==> src/sv/hdj_pkg.sv <==
package hdj_pkg;

  // field widths of the block's ports
  localparam int VAL_W  = 24;
  localparam int IDX_W  = 6;
  localparam int PASS_W = 20;

  // pass counter stops here
  localparam logic [PASS_W-1:0] PASS_MAX = {PASS_W{1'b1}};

  typedef logic [VAL_W-1:0]  val_t;
  typedef logic [IDX_W-1:0]  idx_t;
  typedef logic [PASS_W-1:0] pass_t;

endpackage

==> src/sv/hdj_ram.sv <==
module hdj_ram #(
  parameter int WIDTH = 24,
  parameter int DEPTH = 64
) (
  input  logic                     clk,
  input  logic                     we,
  input  logic [$clog2(DEPTH)-1:0] waddr,
  input  logic [WIDTH-1:0]         wdata,
  input  logic [$clog2(DEPTH)-1:0] raddr,
  output logic [WIDTH-1:0]         rdata
);

  logic [WIDTH-1:0] mem [DEPTH];

  always_ff @(posedge clk) begin
    if (we) begin
      mem[waddr] <= wdata;
    end
    rdata <= mem[raddr];
  end

endmodule

==> src/sv/hdj_stencil.sv <==
module hdj_stencil (
  input  hdj_pkg::val_t left_val,
  input  hdj_pkg::val_t centre_val,
  input  hdj_pkg::val_t right_val,
  input  hdj_pkg::val_t epsilon,
  output hdj_pkg::val_t new_val,
  output logic          unstable
);

  import hdj_pkg::*;

  logic [VAL_W+1:0] sum;
  val_t             diff;

  // (left + 2*centre + right) / 4, truncated
  assign sum     = {2'b00, left_val} + {1'b0, centre_val, 1'b0} + {2'b00, right_val};
  assign new_val = sum[VAL_W+1:2];

  // absolute change against the old centre value
  assign diff     = (centre_val > new_val) ? (centre_val - new_val) : (new_val - centre_val);
  assign unstable = diff > epsilon;

endmodule

==> src/sv/heat_diffusion_jacobi_1d_unit.sv <==
// One-dimensional heat diffusion by Jacobi relaxation. Samples (unsigned Q8.16)
// are taken one per cycle until the transaction marked last; samples beyond
// ROD_LENGTH are dropped, though a last mark still starts the relaxation. Each
// pass replaces every interior cell by (left + 2*centre + right)/4 and keeps
// both end cells; passes repeat until no interior cell moved by more than
// epsilon, or until the pass count reaches its 20-bit maximum. At least one
// pass always runs. Then every cell leaves as one transaction with its index,
// a final-cell flag and the pass count. A pass is paced by the single read
// port of the grid RAM feeding one shared stencil unit one cell per cycle
// (each cell read in turn, the registered read data, then one write of the
// far end cell); when emitting, each cell goes through a registered RAM read
// before the output register, and the next cell is loaded into it only once
// the current one has been taken. The input side is not ready from the last
// sample until the final cell has been taken. epsilon may only be written
// while the block is idle.
module heat_diffusion_jacobi_1d_unit #(
  parameter int ROD_LENGTH    = 64,
  parameter int FRACTION_BITS = 16
) (
  input  logic                  clk,
  input  logic                  rst_n,
  // configuration
  input  logic                  cfg_we,
  input  hdj_pkg::val_t         cfg_wdata,
  // sample input
  input  logic                  in_valid,
  output logic                  in_ready,
  input  hdj_pkg::val_t         in_sample_value,
  input  logic                  in_last_sample,
  // cell output
  output logic                  out_valid,
  input  logic                  out_ready,
  output hdj_pkg::val_t         out_cell_value,
  output hdj_pkg::idx_t         out_cell_index,
  output logic                  out_final_cell,
  output hdj_pkg::pass_t        out_pass_count
);

  import hdj_pkg::*;

  localparam int AW = $clog2(ROD_LENGTH);
  localparam int CW = $clog2(ROD_LENGTH + 1);
  // 0.1 in the chosen fixed-point format, rounded
  localparam val_t EPS_RESET = VAL_W'(((32'd1 << FRACTION_BITS) + 32'd5) / 32'd10);

  typedef enum logic [4:0] {
    S_LOAD     = 5'b00001,
    S_PASS     = 5'b00010,
    S_EMIT_RD  = 5'b00100,
    S_EMIT_LD  = 5'b01000,
    S_EMIT_OUT = 5'b10000
  } state_t;

  state_t          state_r, state_nxt;
  val_t            eps_r;
  logic [CW-1:0]   cnt_r, cnt_nxt;       // cells held
  logic            cur_bank_r, cur_bank_nxt; // bank holding the current grid
  pass_t           pass_r, pass_nxt;
  logic            stable_r, stable_nxt;
  logic [AW-1:0]   rd_idx_r, rd_idx_nxt;
  logic            rd_act_r, rd_act_nxt;
  logic            dv_r, dv_nxt;         // read data valid this cycle
  logic [AW-1:0]   dj_r, dj_nxt;         // index of the read data
  logic            tail_r, tail_nxt;     // far end cell write pending
  logic [AW-1:0]   k_r, k_nxt;           // emit index
  logic            out_valid_r, out_valid_nxt;

  // window and output payload
  val_t            wl_r, wc_r;
  val_t            out_value_r;
  idx_t            out_index_r;
  logic            out_final_r;

  // grid ram ports
  logic            wr_en, wr_bank;
  logic [AW-1:0]   wr_addr, rd_addr;
  val_t            wr_data;
  val_t            rdata0, rdata1, rdata;

  logic [CW-1:0]   len_m1;
  logic [AW-1:0]   last_idx;
  logic            in_acc, out_acc, room;
  val_t            st_new;
  logic            st_unstable;
  pass_t           pass_inc;

  assign len_m1   = cnt_r - CW'(1);
  assign last_idx = len_m1[AW-1:0];
  assign in_ready = (state_r == S_LOAD);
  assign in_acc   = in_valid && in_ready;
  assign out_acc  = out_valid_r && out_ready;
  assign room     = cnt_r < CW'(ROD_LENGTH);
  assign rdata    = cur_bank_r ? rdata1 : rdata0;
  // saturating pass count
  assign pass_inc = (pass_r == PASS_MAX) ? pass_r : pass_r + PASS_W'(1);

  assign out_valid      = out_valid_r;
  assign out_cell_value = out_value_r;
  assign out_cell_index = out_index_r;
  assign out_final_cell = out_final_r;
  assign out_pass_count = pass_r;

  // the one stencil unit: left, centre from the window, right straight off the ram
  hdj_stencil u_stencil (
    .left_val   (wl_r),
    .centre_val (wc_r),
    .right_val  (rdata),
    .epsilon    (eps_r),
    .new_val    (st_new),
    .unstable   (st_unstable)
  );

  // ping-pong grid banks
  hdj_ram #(.WIDTH(VAL_W), .DEPTH(ROD_LENGTH)) u_grid0 (
    .clk   (clk),
    .we    (wr_en && !wr_bank),
    .waddr (wr_addr),
    .wdata (wr_data),
    .raddr (rd_addr),
    .rdata (rdata0)
  );

  hdj_ram #(.WIDTH(VAL_W), .DEPTH(ROD_LENGTH)) u_grid1 (
    .clk   (clk),
    .we    (wr_en && wr_bank),
    .waddr (wr_addr),
    .wdata (wr_data),
    .raddr (rd_addr),
    .rdata (rdata1)
  );

  // ram address and write selection
  always_comb begin
    wr_en   = 1'b0;
    wr_bank = ~cur_bank_r;
    wr_addr = '0;
    wr_data = rdata;
    rd_addr = '0;
    unique case (state_r)
      S_LOAD: begin
        // samples go straight into the current bank
        wr_en   = in_acc && room;
        wr_bank = cur_bank_r;
        wr_addr = cnt_r[AW-1:0];
        wr_data = in_sample_value;
      end
      S_PASS: begin
        rd_addr = rd_idx_r;
        if (tail_r) begin
          // far end cell carried over unchanged
          wr_en   = 1'b1;
          wr_addr = last_idx;
          wr_data = wc_r;
        end else if (dv_r && (dj_r == '0)) begin
          // near end cell carried over unchanged
          wr_en   = 1'b1;
          wr_addr = '0;
          wr_data = rdata;
        end else if (dv_r && (dj_r >= AW'(2))) begin
          wr_en   = 1'b1;
          wr_addr = dj_r - AW'(1);
          wr_data = st_new;
        end
      end
      S_EMIT_RD:  rd_addr = k_r;
      S_EMIT_LD:  rd_addr = k_r;
      S_EMIT_OUT: rd_addr = k_r + AW'(1);
      default:    rd_addr = '0;
    endcase
  end

  // sequencer
  always_comb begin
    state_nxt     = state_r;
    cnt_nxt       = cnt_r;
    cur_bank_nxt  = cur_bank_r;
    pass_nxt      = pass_r;
    stable_nxt    = stable_r;
    rd_idx_nxt    = rd_idx_r;
    rd_act_nxt    = rd_act_r;
    dv_nxt        = 1'b0;
    dj_nxt        = dj_r;
    tail_nxt      = 1'b0;
    k_nxt         = k_r;
    out_valid_nxt = out_valid_r;
    unique case (state_r)
      S_LOAD: begin
        if (in_acc) begin
          if (room) begin
            cnt_nxt = cnt_r + CW'(1);
          end
          if (in_last_sample) begin
            state_nxt  = S_PASS;
            pass_nxt   = '0;
            rd_idx_nxt = '0;
            rd_act_nxt = 1'b1;
            stable_nxt = 1'b1;
          end
        end
      end
      S_PASS: begin
        // read sweep over the source bank
        if (rd_act_r) begin
          dv_nxt     = 1'b1;
          dj_nxt     = rd_idx_r;
          rd_idx_nxt = rd_idx_r + AW'(1);
          if (rd_idx_r == last_idx) begin
            rd_act_nxt = 1'b0;
          end
        end
        if (dv_r) begin
          if ((dj_r >= AW'(2)) && st_unstable) begin
            stable_nxt = 1'b0;
          end
          tail_nxt = (dj_r == last_idx);
        end
        // end of pass: swap banks and decide whether to go again
        if (tail_r) begin
          pass_nxt     = pass_inc;
          cur_bank_nxt = ~cur_bank_r;
          if (stable_r || (pass_inc == PASS_MAX)) begin
            state_nxt = S_EMIT_RD;
            k_nxt     = '0;
          end else begin
            rd_idx_nxt = '0;
            rd_act_nxt = 1'b1;
            stable_nxt = 1'b1;
          end
        end
      end
      S_EMIT_RD: state_nxt = S_EMIT_LD;
      S_EMIT_LD: begin
        out_valid_nxt = 1'b1;
        state_nxt     = S_EMIT_OUT;
      end
      S_EMIT_OUT: begin
        if (out_acc) begin
          out_valid_nxt = 1'b0;
          if (k_r == last_idx) begin
            state_nxt = S_LOAD;
            cnt_nxt   = '0;
          end else begin
            k_nxt     = k_r + AW'(1);
            state_nxt = S_EMIT_LD;
          end
        end
      end
      default: state_nxt = S_LOAD;
    endcase
  end

  always_ff @(posedge clk) begin
    if (!rst_n) begin
      state_r     <= S_LOAD;
      eps_r       <= EPS_RESET;
      cnt_r       <= '0;
      cur_bank_r  <= 1'b0;
      pass_r      <= '0;
      stable_r    <= 1'b1;
      rd_idx_r    <= '0;
      rd_act_r    <= 1'b0;
      dv_r        <= 1'b0;
      dj_r        <= '0;
      tail_r      <= 1'b0;
      k_r         <= '0;
      out_valid_r <= 1'b0;
    end else begin
      state_r     <= state_nxt;
      if (cfg_we) begin
        eps_r <= cfg_wdata;
      end
      cnt_r       <= cnt_nxt;
      cur_bank_r  <= cur_bank_nxt;
      pass_r      <= pass_nxt;
      stable_r    <= stable_nxt;
      rd_idx_r    <= rd_idx_nxt;
      rd_act_r    <= rd_act_nxt;
      dv_r        <= dv_nxt;
      dj_r        <= dj_nxt;
      tail_r      <= tail_nxt;
      k_r         <= k_nxt;
      out_valid_r <= out_valid_nxt;
    end
  end

  // window shift and output payload, no reset needed
  always_ff @(posedge clk) begin
    if ((state_r == S_PASS) && dv_r) begin
      wl_r <= wc_r;
      wc_r <= rdata;
    end
    if (state_r == S_EMIT_LD) begin
      out_value_r <= rdata;
      out_index_r <= IDX_W'(k_r);
      out_final_r <= (k_r == last_idx);
    end
  end

endmodule

==> config.mk <==
export PLATFORM = sky130hd
export DESIGN_NAME = heat_diffusion_jacobi_1d_unit
export DESIGN_NICKNAME = d
export VERILOG_FILES = /design/src/sv/hdj_pkg.sv /design/src/sv/hdj_ram.sv /design/src/sv/hdj_stencil.sv /design/src/sv/heat_diffusion_jacobi_1d_unit.sv
export SDC_FILE = /design/constraint.sdc
export NUM_CORES = 2
export LEC_CHECK = 0
export BUFFER_PORTS_ARGS = -buffer_cell sky130_fd_sc_hd__buf_2
export CAP_MARGIN = 20
export CORE_ASPECT_RATIO = 1.1
export CORE_MARGIN = 8
export CORE_UTILIZATION = 53
export DETAILED_ROUTE_END_ITERATION = 10
export PLACE_DENSITY = 0.77
export SYNTH_ARGS = -nofsm -noshare
export SYNTH_HDL_FRONTEND = slang
export SYNTH_SLANG_ARGS = --single-unit
==> constraint.sdc <==
create_clock -name clk -period 17.91 [get_ports clk]
set_input_delay 3.582 -clock clk [delete_from_list [all_inputs] [get_ports clk]]
set_output_delay 3.582 -clock clk [all_outputs]
set_load 0.005 [all_outputs]
==> impl_metrics.toml <==
[drt]
num_vias = 90300
routed-wl-met2_um = 173000
drc = 0
dr_wl_met3_um = 44300
maxUsedRoutingLayer = "met5"
routed_wl_um = 373000
routedWlPerCell_um = 26.7
via_per_inst = 6.46
ant_nets = 0
drtIter0Drc = 13200
drtPass1Iterations = 9
drt-met1-wl_um = 135000

[pwr]
p_leak_uw = 0.0513
power_frac_comb_pct = 7.7
switching_power_uw = 3750
powerDensity_nw_per_um2 = 110
pwr-share-seq_pct = 53.5
vdd_ir_drop_max_uv = 98.0
switching_share_pct = 22.9
intPower_uw = 12600
power.share.clock_pct = 38.8

[synth]
synth_top_family_by_area = "simple AND/OR/NAND/NOR gates"
synth-compound-area-share_pct = 8.54
synth_simple_gate_area_share_pct = 14.5
synthCells = 10500
muxShareOfSynthArea_pct = 0.492
ys_types = 96
yosysWarnings = 0
synthXorXnorAreaFrac_pct = 0.540
netlist_area_um2 = 135000
yosys_most_used_dff = "edfxtp_1"
syn_nets = 10700
ys_ff_latch = 3279
syn_avg_cell_area_um2 = 12.9
async_flop_share_pct = 0
synthAdderAreaFrac_pct = 1.31
synth_edf_count = 3151
seq_area_frac_synth_pct = 71.8

[cts]
cts_sinks = 3279
clock_latency_ns = 0.87
cts-hold-fix-buffers = 0
root_buffer = "clkbuf_16"
cts_tree = "yes"
post_cts_resized = 0
clk_pin_slew_ns = 0.06
cts.path.max_buffers = 4
postCtsSetupRepairBufs = 0
htreeDepth = 5
numCtsBuffers = 305

[die]
design.core.area_um2 = 254000
start_util_pct = 53.3
io_pins = 107
rows = 194
dieArea_um2 = 272000
die_x_um = 498
chipHeight_um = 546

[worst_setup_path]
crit_arrival_ns = 9.02
startpoint_type = "register"
required_ns = 18.63
critPathCaptureType = "register"
ff2ff_setup_slack_ns = 9.61
path_class = "reg -> reg"
slowest_stage = "fa_1"
slowest_delay_ns = 0.50
cp_max_fo = 26

[global_route]
antenna_found_initial = 23
grt_pass1_wl_um = 546000
grt_pass1_vias = 86300
grt_max_degree = 192
grt_use_total_pct = 26.1
grt.overflow.total = 0

[layout]
fin_nets = 10600
synthToLayoutAreaGrowth_pct = 10.1
layout-drive-gt1-share_pct = 9.23

[status]
status = "finished clean"

[sta]
setup_viol = 0
final.setup.tns_ns = 0
timing.final.crit_period_ns = 8.30
rsz0062_at_grt = "false"
post-route-period-util_pct = 46.3
final_hold_viol_count = 0
clock_skew_ns = 0.0480
fmax_mhz = 121
maxSlewHeadroom_pct = 11.1
setup_ws_ns = 9.61
worst_pin_slew_ns = 1.32
slew_violations = 0

[placement]
gp_congestion = 0.896
portBuffers = 106
dpl.hpwl_um = 206000
dpl_worst_slack_ns = 9.63

[job]
max_cap_violations = 0

[min_path]
hp-class = "reg -> reg"
-- worst paths after layout --
path	startpoint	endpoint	depth (start not counted)
setup / recovery	cur_bank_r$_SDFFE_PN0P_	stable_r$_SDFFE_PN1P_	29
hold / removal	eps_r[7]$_SDFFE_PN1P_	eps_r[7]$_SDFFE_PN1P_	2
setup reg to reg	cur_bank_r$_SDFFE_PN0P_	stable_r$_SDFFE_PN1P_	29
hold reg to reg	eps_r[7]$_SDFFE_PN1P_	eps_r[7]$_SDFFE_PN1P_	2
-- critical path, delay by kind of cell, from the launching register on --
| family | cells | cell delay [ns] |
|---|---|---|
| and+or+nand+nor | 4 | 1.03 |
| muxes | 2 | 0.81 |
| DFF | 1 | 0.31 |
| adders and majority gates | 4 | 1.64 |
| xor gates and xnor gates | 2 | 0.35 |
| AOI/OAI and AO/OA | 15 | 3.58 |
| buffers and inverters | 2 | 0.41 |
-- power groups by stage --
stage	Clock (uW)	Combinational [uW]	Sequential, uW
floorplan	0	698	9010
global placement	0	1220	8930
detailed placement	0	1240	8930
CTS	6380	1240	8770
global route	6660	1350	8770
finish	6350	1270	8770
-- cells in the mapped netlist (37+ instances only) --
cell type	n	area, um^2
edfxtp_1	3151	94600
nand2_1	3019	11300
nand3_1	713	3570
a311oi_1	582	5100
and3_1	449	2810
clkbuf_1	342	1280
buf_2	334	1670
nor2_1	262	983
a31oi_1	205	1280
a21oi_1	203	1020
a211oi_1	156	1170
dfxtp_1	128	2560
inv_1	101	379
ha_1	100	1250
o21ai_0	80	400
a211o_1	51	447
o31ai_1	51	383
a221o_1	50	500
xor2_1	42	368
xnor2_1	37	324
-- cells by family after synthesis --
kind of cell	Yosys count
fa+ha+maj	126
mux	62
simple gates	4575
buf+inv	847
compound gates	1521
xor+xnor	81
flops	3279
-- area by class of cell --
cell class	instances	area, um^2
inverters	102	383
repair buffers	343	2570
well taps	3332	4170
multi-input cells	6365	35100
clock buffers	388	8170
diodes	13	32.5
fillers	18500	105000
clock inverters	157	1460
flip-flops and latches	3279	97200
-- per-layer routing --
metal	GRT usage, %	up-vias
li1	-	38900
met1	34.5	44200
met2	41.4	6261
met3	4.80	954
met4	13.8	4
met5	0	-
-- sequential cells by signal, indices dropped and copies added, names as in the netlist, 7 cells and up --
name / flops
wc_r: 24
u_grid1.rdata: 24
wl_r: 24
out_pass_count: 20
u_grid1.mem: 1536
out_cell_value: 24
u_grid0.mem: 1536
u_grid0.rdata: 24
eps_r: 24
cnt_r: 7
-- through the flow --
step / std cells / hold slack (ns) / total power (uW) / util, % / cell area, um^2
2_1_floorplan: 10500 / 0.460 / 9710 / - / 135000
3_3_place_gp: 13400 / 0.477 / 10200 / 54.9 / 139000
3_5_place_dp: 13400 / 0.490 / 10200 / 54.9 / 139000
4_1_cts: 14000 / 0.501 / 16400 / 58.7 / 149000
5_1_grt: 14000 / 0.514 / 16800 / 58.7 / 149000
6_report: 14000 / 0.496 / 16400 / 58.7 / 149000
-- cells in the final DEF (no fill, tap or decap), drive strengths merged, types with 118 or more instances in the layout --
master	Yosys	layout
inv	102	118
nand3	715	715
and3	449	449
a31oi	207	207
nand2	3020	3020
a211oi	156	156
clkbuf	344	389
a311oi	582	582
nor2	263	263
a21oi	205	205
dfxtp	128	128
edfxtp	3151	3151
buf	401	342
Note: power is estimated with default switching activity, not from simulation.
